[src/rtl/core/dovfq_pkg.sv]
// Shared types, codes and scaling function of the dual output voltage fault qualifier.
package dovfq_pkg;

  localparam int SAMPLE_W = 12;
  localparam int VOLTS_W  = 10;
  localparam int DELAY_W  = 16;
  localparam int TIME_W   = 32;
  localparam int CFG_IDX_W  = 3;
  localparam int CFG_DATA_W = 16;

  typedef logic [1:0]          code_t;
  typedef logic [VOLTS_W-1:0]  volts_t;
  typedef logic [SAMPLE_W-1:0] sample_t;
  typedef logic [DELAY_W-1:0]  delay_t;
  typedef logic [TIME_W-1:0]   stamp_t;

  localparam code_t CODE_NONE  = 2'd0;
  localparam code_t CODE_VOLT  = 2'd1;
  localparam code_t CODE_SHORT = 2'd2;

  localparam logic [CFG_IDX_W-1:0] REG_CH1_OVER    = 3'd0;
  localparam logic [CFG_IDX_W-1:0] REG_CH1_UNDER   = 3'd1;
  localparam logic [CFG_IDX_W-1:0] REG_CH1_SHORT   = 3'd2;
  localparam logic [CFG_IDX_W-1:0] REG_CH2_OVER    = 3'd3;
  localparam logic [CFG_IDX_W-1:0] REG_CH2_SHORT   = 3'd4;
  localparam logic [CFG_IDX_W-1:0] REG_VOLT_DELAY  = 3'd5;
  localparam logic [CFG_IDX_W-1:0] REG_SHORT_DELAY = 3'd6;

  localparam volts_t RST_CH1_OVER    = 10'd550;
  localparam volts_t RST_CH1_UNDER   = 10'd150;
  localparam volts_t RST_CH1_SHORT   = 10'd30;
  localparam volts_t RST_CH2_OVER    = 10'd300;
  localparam volts_t RST_CH2_SHORT   = 10'd20;
  localparam delay_t RST_VOLT_DELAY  = 16'd1000;
  localparam delay_t RST_SHORT_DELAY = 16'd200;

  // floor(s*503/3000) as (s*M) >> 24, exact for every 12-bit s
  localparam int SCALE_SHIFT = 24;
  localparam int SCALE_MUL_W = 22;
  localparam logic [SCALE_MUL_W-1:0] SCALE_MUL = 22'd2812980;
  localparam int SCALE_PROD_W = SAMPLE_W + SCALE_MUL_W;

  typedef struct packed {
    code_t  fault;
    volts_t volts;
  } chan_res_t;

  function automatic volts_t scale_volts(input sample_t s);
    logic [SCALE_PROD_W-1:0] prod;
    prod = {{SCALE_MUL_W{1'b0}}, s} * {{SAMPLE_W{1'b0}}, SCALE_MUL};
    return prod[SCALE_SHIFT +: VOLTS_W];
  endfunction

endpackage

[src/rtl/core/dual_output_voltage_fault_qualifier.sv]
// Top level: config registers, request register, classification and result register.
//
// One request per clock sustained while out_ready is high. A request is captured in the input
// register, is classified and qualified against the channel state in one pass, and its result
// is registered in the result register once that register can take a new result.
// The input register frees up whenever the result register can take a new result, so a
// new request is accepted while a result still waits as long as the input register is
// empty. Configuration writes take effect on the next clock and must be made while idle.
module dual_output_voltage_fault_qualifier
  import dovfq_pkg::*;
(
  input  logic                  clk,
  input  logic                  rst_n,
  input  logic                  cfg_we,
  input  logic [CFG_IDX_W-1:0]  cfg_index,
  input  logic [CFG_DATA_W-1:0] cfg_wdata,
  input  logic                  in_valid,
  output logic                  in_ready,
  input  logic [11:0]           in_ch1_sample,
  input  logic [11:0]           in_ch2_sample,
  input  logic [31:0]           in_now_ms,
  input  logic                  in_system_started,
  input  logic                  in_regulator_active,
  input  logic                  in_ch1_enable,
  input  logic                  in_ch2_enable,
  output logic                  out_valid,
  input  logic                  out_ready,
  output logic [1:0]            out_ch1_fault,
  output logic [1:0]            out_ch2_fault,
  output logic [9:0]            out_ch1_volts,
  output logic [9:0]            out_ch2_volts
);

  volts_t ch1_over_r, ch1_under_r, ch1_short_r, ch2_over_r, ch2_short_r;
  delay_t volt_delay_r, short_delay_r;

  always_ff @(posedge clk) begin
    if (!rst_n) begin
      ch1_over_r    <= RST_CH1_OVER;
      ch1_under_r   <= RST_CH1_UNDER;
      ch1_short_r   <= RST_CH1_SHORT;
      ch2_over_r    <= RST_CH2_OVER;
      ch2_short_r   <= RST_CH2_SHORT;
      volt_delay_r  <= RST_VOLT_DELAY;
      short_delay_r <= RST_SHORT_DELAY;
    end else if (cfg_we) begin
      case (cfg_index)
        REG_CH1_OVER:    ch1_over_r    <= cfg_wdata[VOLTS_W-1:0];
        REG_CH1_UNDER:   ch1_under_r   <= cfg_wdata[VOLTS_W-1:0];
        REG_CH1_SHORT:   ch1_short_r   <= cfg_wdata[VOLTS_W-1:0];
        REG_CH2_OVER:    ch2_over_r    <= cfg_wdata[VOLTS_W-1:0];
        REG_CH2_SHORT:   ch2_short_r   <= cfg_wdata[VOLTS_W-1:0];
        REG_VOLT_DELAY:  volt_delay_r  <= cfg_wdata;
        REG_SHORT_DELAY: short_delay_r <= cfg_wdata;
        default: ;
      endcase
    end
  end

  // input register
  logic    req_valid_r;
  sample_t ch1_sample_r, ch2_sample_r;
  stamp_t  now_r;
  logic    run_r, ch1_en_r, ch2_en_r;
  logic    advance;

  assign advance  = req_valid_r && (!out_valid || out_ready);
  assign in_ready = !req_valid_r || advance;

  always_ff @(posedge clk) begin
    if (!rst_n) begin
      req_valid_r <= 1'b0;
    end else if (in_ready) begin
      req_valid_r <= in_valid;
    end
  end

  always_ff @(posedge clk) begin
    if (in_valid && in_ready) begin
      ch1_sample_r <= in_ch1_sample;
      ch2_sample_r <= in_ch2_sample;
      now_r        <= in_now_ms;
      run_r        <= in_system_started && in_regulator_active;
      ch1_en_r     <= in_ch1_enable;
      ch2_en_r     <= in_ch2_enable;
    end
  end

  // classification
  volts_t ch1_v, ch2_v;
  code_t  ch1_cls, ch2_cls;

  assign ch1_v = scale_volts(ch1_sample_r);
  assign ch2_v = scale_volts(ch2_sample_r);

  always_comb begin
    if (ch1_v <= ch1_short_r) begin
      ch1_cls = CODE_SHORT;
    end else if (ch1_v >= ch1_over_r || ch1_v <= ch1_under_r) begin
      ch1_cls = CODE_VOLT;
    end else begin
      ch1_cls = CODE_NONE;
    end
    if (ch2_v >= ch2_over_r) begin
      ch2_cls = CODE_VOLT;
    end else if (ch2_v <= ch2_short_r) begin
      ch2_cls = CODE_SHORT;
    end else begin
      ch2_cls = CODE_NONE;
    end
  end

  chan_res_t ch1_res, ch2_res;

  dovfq_chan u_ch1 (
    .clk         (clk),
    .rst_n       (rst_n),
    .upd         (advance && run_r && ch1_en_r),
    .cls         (ch1_cls),
    .volts       (ch1_v),
    .now_ms      (now_r),
    .volt_delay  (volt_delay_r),
    .short_delay (short_delay_r),
    .res_nxt     (ch1_res)
  );

  dovfq_chan u_ch2 (
    .clk         (clk),
    .rst_n       (rst_n),
    .upd         (advance && run_r && ch2_en_r),
    .cls         (ch2_cls),
    .volts       (ch2_v),
    .now_ms      (now_r),
    .volt_delay  (volt_delay_r),
    .short_delay (short_delay_r),
    .res_nxt     (ch2_res)
  );

  // result register
  logic      out_valid_r;
  chan_res_t ch1_out_r, ch2_out_r;

  always_ff @(posedge clk) begin
    if (!rst_n) begin
      out_valid_r <= 1'b0;
    end else if (!out_valid_r || out_ready) begin
      out_valid_r <= req_valid_r;
    end
  end

  always_ff @(posedge clk) begin
    if (advance) begin
      ch1_out_r <= ch1_res;
      ch2_out_r <= ch2_res;
    end
  end

  assign out_valid     = out_valid_r;
  assign out_ch1_fault = ch1_out_r.fault;
  assign out_ch2_fault = ch2_out_r.fault;
  assign out_ch1_volts = ch1_out_r.volts;
  assign out_ch2_volts = ch2_out_r.volts;

  a_no_drop: assert property (@(posedge clk) disable iff (!rst_n)
    (out_valid_r && !out_ready) |=> out_valid_r)
    else $error("result dropped under stall");

  a_advance_fills: assert property (@(posedge clk) disable iff (!rst_n)
    advance |=> out_valid_r)
    else $error("advanced request did not produce a result");

  a_stall_blocks: assert property (@(posedge clk) disable iff (!rst_n)
    (req_valid_r && out_valid_r && !out_ready) |-> !in_ready)
    else $error("request accepted while both stages full and stalled");

endmodule

[src/rtl/core/dovfq_chan.sv]
// Per-channel fault persistence timer and latched fault code.
module dovfq_chan
  import dovfq_pkg::*;
(
  input  logic      clk,
  input  logic      rst_n,
  input  logic      upd,
  input  code_t     cls,
  input  volts_t    volts,
  input  stamp_t    now_ms,
  input  delay_t    volt_delay,
  input  delay_t    short_delay,
  output chan_res_t res_nxt
);

  stamp_t stamp_r, stamp_nxt;
  logic   volt_pend_r, volt_pend_nxt;
  logic   short_pend_r, short_pend_nxt;
  code_t  latched_r, latched_nxt;
  volts_t volts_r, volts_nxt;
  stamp_t elapsed;

  assign elapsed = now_ms - stamp_r;

  always_comb begin
    stamp_nxt      = stamp_r;
    volt_pend_nxt  = volt_pend_r;
    short_pend_nxt = short_pend_r;
    latched_nxt    = latched_r;
    volts_nxt      = volts_r;
    if (upd) begin
      volts_nxt = volts;
      case (cls)
        CODE_VOLT: begin
          if (!volt_pend_r) begin
            stamp_nxt     = now_ms;
            volt_pend_nxt = 1'b1;
          end else if (elapsed > {{(TIME_W-DELAY_W){1'b0}}, volt_delay}) begin
            latched_nxt   = CODE_VOLT;
            volt_pend_nxt = 1'b0;
          end
        end
        CODE_SHORT: begin
          if (!short_pend_r) begin
            stamp_nxt      = now_ms;
            short_pend_nxt = 1'b1;
          end else if (elapsed > {{(TIME_W-DELAY_W){1'b0}}, short_delay}) begin
            latched_nxt    = CODE_SHORT;
            short_pend_nxt = 1'b0;
          end
        end
        default: begin
          if (latched_r == CODE_NONE) begin
            volt_pend_nxt  = 1'b0;
            short_pend_nxt = 1'b0;
          end
        end
      endcase
    end
  end

  always_ff @(posedge clk) begin
    if (!rst_n) begin
      stamp_r      <= '0;
      volt_pend_r  <= 1'b0;
      short_pend_r <= 1'b0;
      latched_r    <= CODE_NONE;
      volts_r      <= '0;
    end else begin
      stamp_r      <= stamp_nxt;
      volt_pend_r  <= volt_pend_nxt;
      short_pend_r <= short_pend_nxt;
      latched_r    <= latched_nxt;
      volts_r      <= volts_nxt;
    end
  end

  assign res_nxt.fault = latched_nxt;
  assign res_nxt.volts = volts_nxt;

  a_latch_sticky: assert property (@(posedge clk) disable iff (!rst_n)
    (latched_r != CODE_NONE) |=> (latched_r != CODE_NONE))
    else $error("latched fault returned to none");

  a_hold_no_upd: assert property (@(posedge clk) disable iff (!rst_n)
    !upd |=> ($stable(latched_r) && $stable(stamp_r) && $stable(volts_r)))
    else $error("channel state changed without an update");

  a_code_legal: assert property (@(posedge clk) disable iff (!rst_n)
    (latched_r == CODE_NONE) || (latched_r == CODE_VOLT) || (latched_r == CODE_SHORT))
    else $error("illegal latched code");

  a_stamp_on_start: assert property (@(posedge clk) disable iff (!rst_n)
    (upd && (cls == CODE_SHORT) && !short_pend_r) |=> (stamp_r == $past(now_ms)))
    else $error("stamp not restarted when short becomes pending");

endmodule
[config.mk]
export PLATFORM = sky130hd
export DESIGN_NAME = dual_output_voltage_fault_qualifier
export DESIGN_NICKNAME = d
export VERILOG_FILES = /design/src/rtl/core/dovfq_pkg.sv /design/src/rtl/core/dual_output_voltage_fault_qualifier.sv /design/src/rtl/core/dovfq_chan.sv
export SDC_FILE = /design/constraint.sdc
export NUM_CORES = 1
export LEC_CHECK = 0
export BUFFER_PORTS_ARGS = -buffer_cell sky130_fd_sc_hd__buf_2
export CAP_MARGIN = 20
export CORE_UTILIZATION = 44
export DETAILED_ROUTE_END_ITERATION = 10
export SYNTH_ARGS = -nofsm -noshare
export SYNTH_HDL_FRONTEND = slang
export SYNTH_SLANG_ARGS = --single-unit
[constraint.sdc]
create_clock -name clk -period 18.7 [get_ports clk]
set_input_delay 3.74 -clock clk [delete_from_list [all_inputs] [get_ports clk]]
set_output_delay 3.74 -clock clk [all_outputs]
set_load 0.05 [all_outputs]
==> impl_metrics.csv, run 1 <==
group,metric,value,unit
global_route,grt.overflow.total,0,
layout,final_design_area_no_fill,0.0254,mm^2
cts,cts-root-to-sink-buffers,3,
setup_path,setup.worst_path.end_class,"flip-flop",
route,drc_errors,0,
cts,clock-sinks,259,
floorplan,design.core.area,0.0513,mm^2
power,power.internal,1870,uW
layout,layout.cells.most_common_list,"sky130_fd_sc_hd__inv_1, sky130_fd_sc_hd__ha_1, sky130_fd_sc_hd__nand2_1",
layout,final_common_cell,"sky130_fd_sc_hd__inv_1",
synth,synthArstFlopShare,0,%
cts,post_cts_setup_inserts,0,
power,power.ir.vdd_worst,0.0866,mV
setup_path,worst-setup-path-type,"reg2reg",
cts,clock_root_buffer,"sky130_fd_sc_hd__clkbuf_16",
timing,final_critical_path_setup_slack,9980,ps
floorplan,die_width,230,um
global_route,antenna_found_initial,2,
power,power_per_cell_area,131,mW/mm^2
place,detailed_place_hpwl,45900,um
synth,post_synth_inst_count,2567,
power,switching_share,43.8,%
floorplan,placementRows,83,
floorplan,initial_core_util,44.6,%
layout,final_net_count,3247,
cts,clock_latency,560,ps
timing,fmax,0.115,GHz
route,routedWlPerCell,17.1,um
route,vias_per_std_cell,5.31,
synth,synth_top_flop_cell,"sky130_fd_sc_hd__dfxtp_1",
global_route,grt_max_degree,85,
timing,finalSetupViolations,0,
global_route,grt_pass1_vias,18100,
global_route,grt_first_pass_wirelength,94000,um
layout,area_growth,11.0,%
timing,setup_tns,0,ps
cts,postCtsHoldBufs,0,
route,vias_after_detailed_routing,17900,
floorplan,top_level_port_count,110,
run_status,result_of_the_run,"finished, final reports clean",
power,clkPwrFrac,22.0,%
floorplan,dieArea,0.0529,mm^2
synth,ys_seq_elements,259,
synth,syn-mean-instance-area,8.91,um^2
cts,cts_htree_levels,2,
power,pwr-share-seq,19.2,%
cts,cts.reportedPaths.clkPinSlew,50,ps
timing,timing.final.hold_violations,0,
timing,relSlewSlack,26.9,%
timing,final.period_utilization,46.6,%
place,detailedPlace.worstSlack,10090,ps
synth,mappedNetlistArea,0.0229,mm^2
power,power.static_leakage,0.0114,uW
setup_path,critPathArrivalTime,9190,ps
cts,post_cts_resized,0,
synth,ys_types,80,
place,placed_area,0.0241,mm^2
place,gp_routability_congestion,0.912,
global_route,gr-usage-all-layers,22.2,%
setup_path,cp_slowest_cell,"sky130_fd_sc_hd__mux2i_4",
setup_path,cpPeakStageDelay,830,ps
place,placement.io_buffers,109,
timing,slew_violations,0,
timing,maximum_clock_skew_at_final_layout,30.5,ps
setup_path,crit_required,19170,ps
power,finalPower,3320,uW
setup_path,critical_path_peak_fanout,32,
route,drt_wl_total,57500,um
cts,cts_made_buffers,35,
setup_path,most_frequent_cell_on_the_critical_path,"sky130_fd_sc_hd__inv_1",
timing,worst_slew_pin_slew,1100,ps
layout,final_layout_size_suffix_gt1_share,8.46,%
setup_path,critical_path.startpoint_type,"flip-flop",
power,power.switching,1450,uW
run,maxCapViolCount,0,
synth,synth_seq_area_share,26.3,%
route,post_route_ant_nets,0,
route,dr.first_iter.drc_count,996,
synth,synth-edff-count,83,
synth,yosysWarnings,0,
timing,final.min_clock_period,8720,ps
power,comb_power_share,58.8,%
cts,tritoncts,"built",
floorplan,dieHeight,230,um
hold_path,holdCritPathClass,"reg2reg",
synth,syn_nets,3157,
timing,grt_setup_unrepaired,"false",
route,drt_pass1_iterations,5,
path summary, 6_finish.rpt:
check | endpoint | startpoint | slack [ps] | depth (start not counted)
worst max register to register | u_ch2.stamp_r[9] | ch2_sample_r[10] | 9980 | 31
worst min register to register | short_delay_r[14] | short_delay_r[14] | 450 | 2
worst min-delay path | short_delay_r[14] | short_delay_r[14] | 450 | 2
worst max-delay path | u_ch2.stamp_r[9] | ch2_sample_r[10] | 9980 | 31
cells in the mapped netlist (all sizes together), types with 4 or more instances:
cell type	count	area share [%]
a31oi	12	0.33
nor4	7	0.22
o211ai	41	1.4
and2	30	0.83
o21bai	11	0.36
o21a	33	1.1
clkbuf	55	0.90
inv	448	7.3
edfxtp	83	11
xor2	27	1.0
nor3	16	0.35
nand2	279	4.6
nand4	33	0.93
a221oi	4	0.18
nor2	75	1.2
nor2b	28	0.77
o31ai	6	0.28
buf	12	0.27
o21ai	108	2.4
mux2i	38	1.7
xnor2	38	1.5
a211oi	19	0.77
fa	146	13
or2	6	0.16
dfxtp	176	15
a31o	4	0.15
and3	14	0.38
mux2	14	0.69
a21oi	227	5.0
o31a	6	0.23
nand3	77	1.7
a21o	49	1.6
o41ai	5	0.26
a211o	6	0.24
ha	360	20
nand2b	26	0.71
cell families after synthesis:
logic type,count (synthesis),synth area share [%]
DFF,259,26.3
AOI/OAI and AO/OA,564,15.5
xor gates and xnor gates,65,2.49
and+or+nand+nor,606,12.4
buffers and inverters,515,8.53
muxes,52,2.35
adders and majority gates,506,32.5
metal layers:
layer	global-route usage [%]	vias to the layer above	part of all wire (%)
li1	-	8890	-
met1	28.1	8519	44
met2	38.6	348	49
met3	2.55	105	3.6
met4	8.53	0	3.3
met5	0	-	0
sequential cells by signal, summed over array words and instances, names as in the netlist, 12 cells and up:
| signal | count |
|---|---|
| u_ch1.stamp_r | 32 |
| volt_delay_r | 16 |
| ch2_sample_r | 12 |
| ch1_sample_r | 12 |
| now_r | 32 |
| u_ch2.stamp_r | 32 |
| short_delay_r | 16 |
per-stage QoR:
step	utilization, %	instances	hold WS (ps)
floorplan	-	2567	435
global placement	47.0	3298	442
detailed placement	47.0	3298	447
CTS	49.4	3362	454
global route	49.5	3365	469
finish	49.5	3365	453
cell type report:
class	instances	area, um^2
tap	680	851
clock buffer	43	970
timing repair buffer	120	643
inverter	448	1680
antenna	1	2.50
clock inverter	21	284
sequential	259	6020
multi-input combinational	1793	14900
fill	4918	25900
power groups by stage:
| stage | sequential (uW) | combinational (uW) | clock [uW] |
|---|---|---|---|
| 3_5_place_dp | 650 | 1960 | 0 |
| 5_1_grt | 641 | 2260 | 771 |
| 6_report | 638 | 1950 | 729 |
| 3_3_place_gp | 649 | 1900 | 0 |
| 2_1_floorplan | 658 | 1450 | 0 |
| 4_1_cts | 638 | 1970 | 750 |
worst max-delay path, delay by kind of cell (launching register included):
kind / cells / cell delay, ps
muxes: 1 / 830
DFF: 1 / 640
buffers and inverters: 5 / 450
and+or+nand+nor: 6 / 990
adders and majority gates: 7 / 2920
AOI/OAI and AO/OA: 11 / 2510
xor gates and xnor gates: 1 / 270
No activity file was read; power rests on OpenSTA's default activity.
==> run 2, diff against run 1 <==
Clock period 18.7 ns to 9 ns, I/O delays scaled along.
==> run 2 against run 1 <==
Compared with the run above:
- clock power rose by 82%
- hold slack about the same
- combinational power grew 110%
- routed wire length down 0.38%
- register-to-register slack got worse by 9200 ps
- clock-buffer cell count increased by 8
- clock skew is 0.75 ps higher
- die area is the same
==> impl_metrics.csv, run 2 (synthesized netlist as in run 1, its figures left out) <==
group,metric,value,unit
route,post_route_ant_nets,0,
layout,register_cell_area_after_layout,0.00602,mm^2
floorplan,design.core.area,0.0513,mm^2
setup_path,cpPeakStageDelay,640,ps
route,routedWlPerCell,17.0,um
cts,clock_latency,550,ps
place,gp_routability_congestion,0.894,
timing,fmax,0.121,GHz
hold_path,worstHoldEndpoint,"u_ch1.stamp_r[22]",
global_route,grt.overflow.total,0,
layout,final_design_area_no_fill,0.0253,mm^2
cts,cts-root-to-sink-buffers,3,
route,vias_after_detailed_routing,17800,
setup_path,critPathArrivalTime,8650,ps
layout,area_growth,10.4,%
place,placed_area,0.0241,mm^2
timing,grt_setup_unrepaired,"false",
timing,worst_slew_pin_slew,1050,ps
place,placement.io_buffers,109,
setup_path,crit_family,"adder cells",
layout,n_fill_cell,4840,
power,power.static_leakage,0.0113,uW
layout,biggestRegsByFlops,"now_r: 32 flops, u_ch1.stamp_r: 32 flops, u_ch2.stamp_r: 32 flops",
timing,maximum_clock_skew_at_final_layout,31.3,ps
cts,clock_root_buffer,"sky130_fd_sc_hd__clkbuf_16",
layout,layout.cells.most_common_list,"sky130_fd_sc_hd__inv_1, sky130_fd_sc_hd__ha_1, sky130_fd_sc_hd__nand2_1",
setup_path,r2r.worst_path.cells,31,
floorplan,dieHeight,230,um
global_route,grt_pass1_vias,17900,
setup_path,most_frequent_cell_on_the_critical_path,"sky130_fd_sc_hd__inv_1",
global_route,grt_max_degree,69,
cts,tritoncts,"built",
timing,slew_violations,0,
route,dr.first_iter.drc_count,852,
hold_path,holdCritPathClass,"reg2reg",
floorplan,initial_core_util,44.6,%
route,vias_per_std_cell,5.28,
power,finalPower,6710,uW
floorplan,placementRows,83,
setup_path,rr_endpoint,"u_ch2.stamp_r[4]",
route,drc_errors,0,
timing,holdWs,453,ps
global_route,grt_first_pass_wirelength,93500,um
setup_path,critical_path.startpoint_type,"flip-flop",
place,detailed_place_hpwl,46000,um
global_route,gr-usage-all-layers,22.1,%
setup_path,critical_path_peak_fanout,32,
floorplan,dieArea,0.0529,mm^2
layout,final_layout_size_suffix_gt1_share,8.35,%
setup_path,setup.worst_path.end_class,"flip-flop",
setup_path,cp_slowest_cell,"sky130_fd_sc_hd__edfxtp_1",
timing,timing.final.hold_violations,0,
global_route,antenna_found_initial,1,
run,maxCapViolCount,0,
cts,cts_htree_levels,2,
floorplan,top_level_port_count,110,
timing,finalSetupViolations,0,
timing,final.min_clock_period,8260,ps
layout,multi_input_comb_area,0.0149,mm^2
run_status,result_of_the_run,"finished, final reports clean",
route,drt_wl_total,57300,um
layout,final_net_count,3249,
cts,clock-sinks,259,
timing,relSlewSlack,29.8,%
layout,final_common_cell,"sky130_fd_sc_hd__inv_1",
setup_path,critical_path_buf_inv_count,5,
cts,cts_made_buffers,34,
floorplan,die_width,230,um
hold_path,min_delay_path_depth,2,
setup_path,crit_required,9400,ps
setup_path,worst-setup-path-type,"reg2reg",
timing,final.period_utilization,91.7,%
cts,cts.reportedPaths.clkPinSlew,60,ps
hold_path,min-delay-start,"u_ch1.stamp_r[22]",
power,power.ir.vdd_worst,0.215,mV
power,power_per_cell_area,265,mW/mm^2
setup_path,r2r_start,"ch2_sample_r[10]",
setup_path,ff2ff_setup_slack,740,ps
timing,setup_tns,0,ps
route,drt_pass1_iterations,5,
-- run 2: cell types whose count changed in the layout (fill, tap and decap cells not counted), moves of 2 or more --
cell | before | now
sky130_fd_sc_hd__bufinv_16 | 6 | 0
sky130_fd_sc_hd__clkbuf_1 | 5 | 11
sky130_fd_sc_hd__clkinv_1 | 3 | 0
sky130_fd_sc_hd__clkinvlp_4 | 2 | 0
sky130_fd_sc_hd__clkinv_4 | 2 | 0
sky130_fd_sc_hd__buf_4 | 10 | 12
sky130_fd_sc_hd__clkbuf_8 | 2 | 4
sky130_fd_sc_hd__clkinv_8 | 0 | 2
-- run 2: how the worst max path moves through the flow --
stage                                 from                 to  slack (ps)  depth (start not counted)
final                     ch2_sample_r[10]   u_ch2.stamp_r[4]         740                         31
after global routing      ch2_sample_r[10]  u_ch2.stamp_r[18]         170                         31
after CTS                 ch2_sample_r[10]   u_ch2.stamp_r[4]         530                         31
after detailed placement  ch2_sample_r[10]  u_ch2.stamp_r[23]         600                         31
after global placement    ch2_sample_r[10]   u_ch2.stamp_r[6]         670                         31
after floorplan            ch2_sample_r[3]   u_ch2.stamp_r[6]        1900                         31
-- run 2: what timing repair did --
item                       in CTS  in global routing
hold buffers                    0                  0
buffers inserted                0                  0
setup endpoints to repair       0                 19
resized for setup               0                  1
-- run 2: layout make-up --
cell class	instances	share of cell area [%]
diodes	1	0.00990
clock buffers	51	3.99
clock inverters	10	0.317
inverters	448	6.66
multi-input cells	1793	59.1
flip-flops and latches	259	23.8
well taps	680	3.37
repair buffers	123	2.70
-- run 2: report_power, final --
part	leakage [uW]	switching (uW)	internal, uW
registers	0.00223	47.2	1280
clock network	0.000537	549	782
logic	0.00858	2380	1670
total	0.0113	2980	3730
-- run 2: through the flow --
step           setup WS (ps)  utilization [%]  std cells
5_1_grt                  170             49.2       3365
3_3_place_gp             669             47.0       3300
6_report                 745             49.2       3365
2_1_floorplan           1900                -       2567
4_1_cts                  535             49.1       3361
3_5_place_dp             600             47.0       3300
-- run 2: worst register-to-register path, delay by kind of cell, from the launching register on --
family | cells | cell delay (ps)
xor+xnor | 1 | 300
flops | 1 | 640
compound gates | 12 | 2510
simple gates | 5 | 770
fa+ha+maj | 7 | 2920
mux | 1 | 510
buf+inv | 5 | 460
-- run 2: per-layer routing --
metal  track usage [%]  share of wire (%)  wire length, um
met5                 0                  0                0
met4              7.95                3.3             1890
met3              2.32                3.2             1820
met2              38.8                 48            27800
met1              27.9                 45            25800
